<file path="config.mk">
export PLATFORM = sky130hd
export DESIGN_NAME = scsf_ctrl
export DESIGN_NICKNAME = d
export VERILOG_FILES = /design/src/rtl/core/scsf_pkg.sv /design/src/rtl/core/scsf_ctrl.sv
export SDC_FILE = /design/constraint.sdc
export NUM_CORES = 1
export LEC_CHECK = 0
export BUFFER_PORTS_ARGS = -buffer_cell sky130_fd_sc_hd__buf_4
export CAP_MARGIN = 20
export CORE_MARGIN = 4
export CORE_UTILIZATION = 45
export DETAILED_ROUTE_END_ITERATION = 10
export HOLD_SLACK_MARGIN = 0.03
export PLACE_DENSITY = 0.84
export SETUP_SLACK_MARGIN = 0.2
export SYNTH_ARGS = -nofsm -noshare
export SYNTH_HDL_FRONTEND = slang
export SYNTH_SLANG_ARGS = --single-unit
</file>
<file path="constraint.sdc">
create_clock -name i_clk -period 2.85 [get_ports i_clk]
set_clock_uncertainty 0.15 [all_clocks]
set_input_delay 0.57 -clock i_clk [delete_from_list [all_inputs] [get_ports i_clk]]
set_output_delay 0.57 -clock i_clk [all_outputs]
set_load 0.1 [all_outputs]
</file>
<file path="src/rtl/core/scsf_pkg.sv">
package scsf_pkg;

    localparam int MAX_WIDTH_DEF  = 512;
    localparam int MAX_HEIGHT_DEF = 512;

    localparam int PIX_W    = 24;
    localparam int EN_W     = 19;
    localparam int FIELD_W  = 9;
    localparam int CFG_DW   = 10;
    localparam int CFG_IW   = 2;
    localparam int SQ_STEPS = 10;
    localparam int SQ_CNT_W = 4;

    localparam logic [CFG_IW-1:0] REG_DIRECTION = 2'd0;
    localparam logic [CFG_IW-1:0] REG_WIDTH     = 2'd1;
    localparam logic [CFG_IW-1:0] REG_HEIGHT    = 2'd2;

    localparam logic CMD_WRITE = 1'b0;
    localparam logic CMD_FETCH = 1'b1;

    typedef struct packed {
        logic       command;
        logic [8:0] pixel_row;
        logic [8:0] pixel_col;
        logic [7:0] blue;
        logic [7:0] green;
        logic [7:0] red;
    } t_in_item;

    typedef struct packed {
        logic [8:0] seam_line;
        logic [8:0] seam_position;
        logic       last_entry;
    } t_out_item;

    // read address select
    typedef enum logic [2:0] {
        RS_PL, RS_PR, RS_PU, RS_PD, RS_EL, RS_EM, RS_ER, RS_EO
    } t_rsel;

    typedef enum logic [2:0] {
        CTR_HOLD, CTR_ENERGY, CTR_DP, CTR_MS, CTR_SEAM, CTR_NEXT
    } t_ctr;

    typedef struct packed {
        logic       pix_we;
        logic       pix_re;
        logic       en_re;
        logic       en_we;
        logic       en_wsel;   // 0 raw energy, 1 accumulated sum
        t_rsel      rsel;
        logic       cap_en;
        logic [1:0] cap_idx;
        logic       cap_pix;
        logic       dx;
        logic       sq_start;
        logic       sq_step;
        t_ctr       ctr_op;
        logic       line_mode;
        logic       best_upd;
        logic       seam_min;
        logic       bt_decide;
        logic       out_load;
        logic       seam_clr;
    } t_cmd;

    typedef struct packed {
        logic sq_busy;
        logic last_a;
        logic last_b;
        logic seam_valid;
        logic out_block;
    } t_stat;

    function automatic logic [17:0] colour_dist(logic [PIX_W-1:0] a, logic [PIX_W-1:0] b);
        logic [17:0] sum;
        logic [7:0]  d;
        sum = '0;
        for (int k = 0; k < 3; k++) begin
            d = (a[k*8 +: 8] > b[k*8 +: 8]) ? a[k*8 +: 8] - b[k*8 +: 8]
                                            : b[k*8 +: 8] - a[k*8 +: 8];
            sum = sum + (18'(d) * 18'(d));
        end
        return sum;
    endfunction

endpackage

</file>
<file path="src/rtl/core/scsf_ctrl.sv">
module scsf_ctrl (
    input  logic            i_clk,
    input  logic            i_rst_n,
    input  logic            i_in_valid,
    input  logic            i_in_fetch,
    input  scsf_pkg::t_stat i_stat,
    output scsf_pkg::t_cmd  o_cmd,
    output logic            o_in_stall
);

    typedef enum logic [4:0] {
        S_IDLE,
        S_E0, S_E1, S_E2, S_E3, S_E4, S_E5, S_E6, S_E7,
        S_D0, S_D1, S_D2, S_D3, S_D4, S_D5,
        S_M0, S_M1, S_M2,
        S_B0, S_B1, S_B2, S_B3, S_B4, S_B5,
        S_FIN
    } t_state;

    t_state r_state, n_state;
    logic   accept;

    assign o_in_stall = (r_state != S_IDLE);
    assign accept     = i_in_valid && (r_state == S_IDLE);

    always_comb begin
        n_state = r_state;
        o_cmd   = '0;
        o_cmd.rsel   = scsf_pkg::RS_PL;
        o_cmd.ctr_op = scsf_pkg::CTR_HOLD;
        case (r_state)
            S_IDLE: begin
                if (accept) begin
                    if (i_in_fetch == scsf_pkg::CMD_WRITE) begin
                        o_cmd.pix_we   = 1'b1;
                        o_cmd.seam_clr = 1'b1;
                    end else if (i_stat.seam_valid) begin
                        n_state = S_B0;
                    end else begin
                        o_cmd.ctr_op = scsf_pkg::CTR_ENERGY;
                        n_state      = S_E0;
                    end
                end
            end
            S_E0: begin
                o_cmd.pix_re = 1'b1;
                o_cmd.rsel   = scsf_pkg::RS_PL;
                n_state      = S_E1;
            end
            S_E1: begin
                o_cmd.pix_re  = 1'b1;
                o_cmd.rsel    = scsf_pkg::RS_PR;
                o_cmd.cap_en  = 1'b1;
                o_cmd.cap_pix = 1'b1;
                o_cmd.cap_idx = 2'd0;
                n_state       = S_E2;
            end
            S_E2: begin
                o_cmd.pix_re  = 1'b1;
                o_cmd.rsel    = scsf_pkg::RS_PU;
                o_cmd.cap_en  = 1'b1;
                o_cmd.cap_pix = 1'b1;
                o_cmd.cap_idx = 2'd1;
                n_state       = S_E3;
            end
            S_E3: begin
                o_cmd.pix_re  = 1'b1;
                o_cmd.rsel    = scsf_pkg::RS_PD;
                o_cmd.cap_en  = 1'b1;
                o_cmd.cap_pix = 1'b1;
                o_cmd.cap_idx = 2'd2;
                o_cmd.dx      = 1'b1;
                n_state       = S_E4;
            end
            S_E4: begin
                o_cmd.cap_en  = 1'b1;
                o_cmd.cap_pix = 1'b1;
                o_cmd.cap_idx = 2'd3;
                n_state       = S_E5;
            end
            S_E5: begin
                o_cmd.sq_start = 1'b1;
                n_state        = S_E6;
            end
            S_E6: begin
                if (i_stat.sq_busy) begin
                    o_cmd.sq_step = 1'b1;
                end else begin
                    n_state = S_E7;
                end
            end
            S_E7: begin
                o_cmd.en_we = 1'b1;
                if (i_stat.last_a && i_stat.last_b) begin
                    o_cmd.ctr_op = scsf_pkg::CTR_DP;
                    n_state      = S_D0;
                end else begin
                    o_cmd.ctr_op = scsf_pkg::CTR_NEXT;
                    n_state      = S_E0;
                end
            end
            S_D0: begin
                o_cmd.line_mode = 1'b1;
                o_cmd.en_re     = 1'b1;
                o_cmd.rsel      = scsf_pkg::RS_EL;
                n_state         = S_D1;
            end
            S_D1: begin
                o_cmd.line_mode = 1'b1;
                o_cmd.en_re     = 1'b1;
                o_cmd.rsel      = scsf_pkg::RS_EM;
                o_cmd.cap_en    = 1'b1;
                o_cmd.cap_idx   = 2'd0;
                n_state         = S_D2;
            end
            S_D2: begin
                o_cmd.line_mode = 1'b1;
                o_cmd.en_re     = 1'b1;
                o_cmd.rsel      = scsf_pkg::RS_ER;
                o_cmd.cap_en    = 1'b1;
                o_cmd.cap_idx   = 2'd1;
                n_state         = S_D3;
            end
            S_D3: begin
                o_cmd.line_mode = 1'b1;
                o_cmd.en_re     = 1'b1;
                o_cmd.rsel      = scsf_pkg::RS_EO;
                o_cmd.cap_en    = 1'b1;
                o_cmd.cap_idx   = 2'd2;
                n_state         = S_D4;
            end
            S_D4: begin
                o_cmd.line_mode = 1'b1;
                o_cmd.cap_en    = 1'b1;
                o_cmd.cap_idx   = 2'd3;
                n_state         = S_D5;
            end
            S_D5: begin
                o_cmd.line_mode = 1'b1;
                o_cmd.en_we     = 1'b1;
                o_cmd.en_wsel   = 1'b1;
                if (i_stat.last_a && i_stat.last_b) begin
                    o_cmd.ctr_op = scsf_pkg::CTR_MS;
                    n_state      = S_M0;
                end else begin
                    o_cmd.ctr_op = scsf_pkg::CTR_NEXT;
                    n_state      = S_D0;
                end
            end
            S_M0: begin
                o_cmd.line_mode = 1'b1;
                o_cmd.en_re     = 1'b1;
                o_cmd.rsel      = scsf_pkg::RS_EO;
                n_state         = S_M1;
            end
            S_M1: begin
                o_cmd.line_mode = 1'b1;
                o_cmd.best_upd  = 1'b1;
                if (i_stat.last_b) begin
                    n_state = S_M2;
                end else begin
                    o_cmd.ctr_op = scsf_pkg::CTR_NEXT;
                    n_state      = S_M0;
                end
            end
            S_M2: begin
                o_cmd.line_mode = 1'b1;
                o_cmd.seam_min  = 1'b1;
                n_state         = S_FIN;
            end
            S_B0: begin
                o_cmd.line_mode = 1'b1;
                o_cmd.ctr_op    = scsf_pkg::CTR_SEAM;
                n_state         = S_B1;
            end
            S_B1: begin
                o_cmd.line_mode = 1'b1;
                o_cmd.en_re     = 1'b1;
                o_cmd.rsel      = scsf_pkg::RS_EL;
                n_state         = S_B2;
            end
            S_B2: begin
                o_cmd.line_mode = 1'b1;
                o_cmd.en_re     = 1'b1;
                o_cmd.rsel      = scsf_pkg::RS_EM;
                o_cmd.cap_en    = 1'b1;
                o_cmd.cap_idx   = 2'd0;
                n_state         = S_B3;
            end
            S_B3: begin
                o_cmd.line_mode = 1'b1;
                o_cmd.en_re     = 1'b1;
                o_cmd.rsel      = scsf_pkg::RS_ER;
                o_cmd.cap_en    = 1'b1;
                o_cmd.cap_idx   = 2'd1;
                n_state         = S_B4;
            end
            S_B4: begin
                o_cmd.line_mode = 1'b1;
                o_cmd.cap_en    = 1'b1;
                o_cmd.cap_idx   = 2'd2;
                n_state         = S_B5;
            end
            S_B5: begin
                o_cmd.line_mode = 1'b1;
                o_cmd.bt_decide = 1'b1;
                n_state         = S_FIN;
            end
            S_FIN: begin
                if (!i_stat.out_block) begin
                    o_cmd.out_load = 1'b1;
                    n_state        = S_IDLE;
                end
            end
            default: begin
                n_state = S_IDLE;
            end
        endcase
    end

    always_ff @(posedge i_clk) begin
        if (!i_rst_n) begin
            r_state <= S_IDLE;
        end else begin
            r_state <= n_state;
        end
    end

endmodule

</file>
== Word level (Yosys, flattened, before mapping) ==
Index checks and enable logic that the tools add are counted.

* Bits in registers: 5
* Output and inout bits: 25

* Eq/ne operators: 28
* Mux-type cells: 36
* Reduce and logical (&&, ||, !) cells: 19

{| class="wikitable"
|+ Operators with widths
! cell !! count
|-
| case mux 5 bit (24 select lines) || 1
|-
| == test 5 bit (second input constant) || 9
|-
| == test 5 x 4 -> 1 bit (second input constant) || 8
|-
| 2-to-1 mux 5 bit || 6
|-
| 2-to-1 mux 1 bit || 21
|-
| case mux 3 bit (7 select lines) || 1
|-
| == test 5 x 3 -> 1 bit (second input constant) || 4
|-
| case mux 3 bit (5 select lines) || 1
|-
| OR reduction 15 bit || 1
|-
| OR reduction 2 bit || 7
|-
| 2-to-1 mux 3 bit || 4
|-
| case mux 3 bit (4 select lines) || 1
|-
| == test 5 x 2 -> 1 bit (second input constant) || 2
|-
| OR reduction 3 bit || 3
|-
| inequality test 2 bit (second input constant) || 4
|-
| OR reduction 4 bit || 2
|-
| OR reduction 8 bit || 1
|-
| == test 5 x 1 -> 1 bit (second input constant) || 1
|-
| zero test 5 bit || 1
|-
| nonzero test 5 bit || 1
|-
| 2-to-1 mux 4 bit || 1
|-
| AND reduction 4 bit || 1
|-
| logical AND 1 bit || 2
|}

== Longest topological paths before layout ==
* Word-level depth: 4
* Gate-level depth with buffers: 6
* Depth with buffers taken out: 5

== Least setup slack after synthesis ==
OpenSTA, ideal clock, no wires.

* Path type: register to output
* Start: reg r_state[0]
* End: out o_cmd[23] (netlist name)
* Arrival: 4379 ps
* Path slack: -2249 ps
* Cell stages (with the launch flop): 6
* Buffers on the path: 2
* Path through: dfxtp_1 -> buf_4 -> nor3_4 -> nand2_1 -> nor3b_1 -> buf_4

{| class="wikitable"
|+ RTL lines
! item !! line !! text
|-
| start, declared || scsf_ctrl.sv:20 || <nowiki>t_state r_state, n_state;</nowiki>
|-
| start signal, assigned || scsf_ctrl.sv:225 || <nowiki>r_state <= n_state;</nowiki>
|-
| end, declared || scsf_ctrl.sv:7 || <nowiki>output scsf_pkg::t_cmd o_cmd,</nowiki>
|}

==> results_dict.tcl <==
set metrics [dict create \
    synth_cells 127 \
    cts-root-buf "clkbuf_4" \
    grt_start_max_net_pins 24 \
    tritoncts "done" \
    io_pins 34 \
    dieHeight_um 52.6 \
    hold-worst-slack_ps 436 \
    die_w_um 52.6 \
    vias 1145 \
    layout-drive-gt1-share_pct 50.9 \
    critPathCaptureType "output port" \
    finalNonFillerCells 184 \
    grt_pass1_vias 1046 \
    dp_hpwl_um 2280 \
    worstSkewPairLatency_ps 250 \
    dr.pass1.iters 4 \
    outcome "finished clean" \
    use_met1_pct 31.2 \
    io_buffer_count 33 \
    period_needed_ps 2510 \
    syn_avg_cell_area_um2 7.03 \
    drt-total-wl_um 3150 \
    n_antenna_cell 0 \
    regToRegStartpoint "r_state[0]$_SDFFE_PN0P_" \
    track_usage_pct 24.1 \
    largest_reg_flops 5 \
    grt_use_met3_pct 4.27 \
    synth_nets 136 \
    wire_per_inst_um 17.1 \
    setup_slack_ps 338 \
    r2r_cells 5 \
    ant_nets 0 \
    remaining_drc_errors 0 \
    yosysWarnings 0 \
    synth-seq-cells 5 \
    path_class "reg -> out" \
    numCtsBuffers 3 \
    critPathMaxStageDelay_ps 410 \
    rows 15 \
    hold_viol_final 0 \
    hp-class "in -> reg" \
    largest_registers "r_state (5)" \
    min_to "r_state[2]$_SDFFE_PN0P_" \
    largest-register "r_state" \
    antenna_found_initial 0 \
    path_cells "nor3_4 -> nand2_8 -> or3_1 -> nand3b_1 -> buf_4" \
    synth_flop_cell "dfxtp_1" \
    slew_violations 0 \
    nets 169 \
    cts.sinks 5 \
    synth_top_cells_by_area "dfxtp_1, o21ai_0, a21oi_1" \
    post-route-period-util_pct 88.2 \
    async_reset_ff_share_pct 0 \
    viasPerCell 6.22 \
    hold_depth 2 \
    r2r_end "r_state[3]$_SDFFE_PN0P_" \
    ys_types 52 \
    dp.cells 179 \
    critPathSlowestCell "dfxtp_2" \
    synth-seq-area-share_pct 11.2 \
    cts.clk_slew.worst_paths_ps 50 \
    synth_top_area_share_pct 11.2 \
    place_ws_ps 403 \
    dieArea_um2 2760 \
    grt_pass1_wl_um 4980 \
    max_freq_ghz 0.398 \
    crit_required_ps 2130 \
    slew_headroom_pct 75.8 \
    synth_edf_count 0 \
    hold_path_startpoint "i_rst_n" \
    grt_remaining_overflow 0 \
    maxCapViolCount 0 \
    cp.arrival_ps 1790 \
    start_util_pct 49.6 \
    top_usage_layer "met2" \
    r2r_slack_ps 1010 \
    start_kind "flip-flop" \
    cts_htree_levels 1 \
    gp_congestion 0.866 \
    syn_area_um2 893 \
    critPathMaxFanout 16 \
    drt_iter0_markers 41 \
    clockBufferDepth 2 \
    area_delta_synth_final_pct 52.9 \
    use_met2_pct 39.9 \
    rsz0062_at_grt "false" \
    tightest_slew_ps 360 \
    setup_viol 0 \
    yosysTopAreaCell "dfxtp_1" \
    core_um2 1800 \
]
==> kinds of logic (layout without fill, tap and decap cells) <==
logic type / Yosys count / count (layout) / share of synthesized area, %
AND/OR/NAND/NOR: 60 / 60 / 43.0
XOR/XNOR: 1 / 1 / 0.981
flip-flops: 5 / 5 / 11.2
buffers and inverters: 18 / 50 / 11.5
AO/OA/AOI/OAI: 43 / 43 / 33.3
==> cells in the mapped netlist (2+ instances only) <==
cell type,instances
nand2_1,10
o21ai_0,10
a21oi_1,8
nor2_1,8
buf_2,7
nor3_1,7
nand2b_1,6
dfxtp_1,5
inv_1,4
a211oi_1,3
and2_1,3
buf_4,3
nand3b_1,3
nor3b_1,3
a21boi_1,2
a21o_1,2
a221oi_1,2
and4_1,2
buf_6,2
nor4b_1,2
o21ai_1,2
o22ai_1,2
or3b_1,2
==> worst max path at each step <==
stage	end	start	slack (ps)	cells after the start
2_1_floorplan	o_cmd[23]	r_state[2]$_SDFFE_PN0P_	-170	5
3_3_place_gp	o_cmd[6]	r_state[3]$_SDFFE_PN0P_	410	5
3_5_place_dp	o_cmd[6]	r_state[3]$_SDFFE_PN0P_	400	5
4_1_cts	o_cmd[6]	r_state[0]$_SDFFE_PN0P_	180	4
5_1_grt	o_cmd[6]	r_state[3]$_SDFFE_PN0P_	250	5
6_report	o_cmd[6]	r_state[3]$_SDFFE_PN0P_	340	5
==> per-layer routing <==
metal,wire length (um),vias to the layer above,part of all wire [%]
met4,70,0,2.2
met2,1550,54,49
met3,226,9,7.2
met5,0,-,0
met1,1300,541,41
li1,-,541,-
==> layout make-up <==
type	count	area, um2
multi-input combinational	104	873
fill	144	435
timing repair buffer	41	308
sequential	5	109
tap	25	31.3
clock buffer	4	26.3
inverter	5	18.8
==> critical path, delay by kind of cell (launching register included) <==
family / cells / cell delay, ps
buf+inv: 1 / 290
flops: 1 / 410
simple gates: 4 / 840
==> per-stage QoR <==
stage | util [%] | cell area (um2) | TNS [ps]
after detailed placement | 73.0 | 1320 | 0
after global placement | 73.0 | 1320 | 0
after floorplan | - | 1070 | -340
final | 75.8 | 1370 | 0
after CTS | 75.0 | 1350 | 0
after global routing | 75.8 | 1370 | 0
==> cells in the final DEF, fill, tap and decap left out, types with 4 or more instances in the layout <==
cell type | Yosys | routed
a21oi_1 | 8 | 8
buf_4 | 3 | 41
dfxtp_2 | 0 | 4
inv_1 | 4 | 4
nand2_1 | 10 | 8
nand2b_2 | 1 | 4
nor2_1 | 8 | 6
nor3_4 | 1 | 6
o21ai_0 | 10 | 6
==> repair_timing <==
| item | 4_1_cts | 5_1_grt |
|---|---|---|
| setup buffers | 1 | 0 |
| setup endpoints to repair | 2 | 9 |
| pin swaps | 1 | 0 |
| hold buffers | 0 | 0 |
| resized for setup | 1 | 7 |
Power is left out: the tool's default activity adds up to more than one toggle a clock period on the data nets, which glitch-free logic cannot reach.
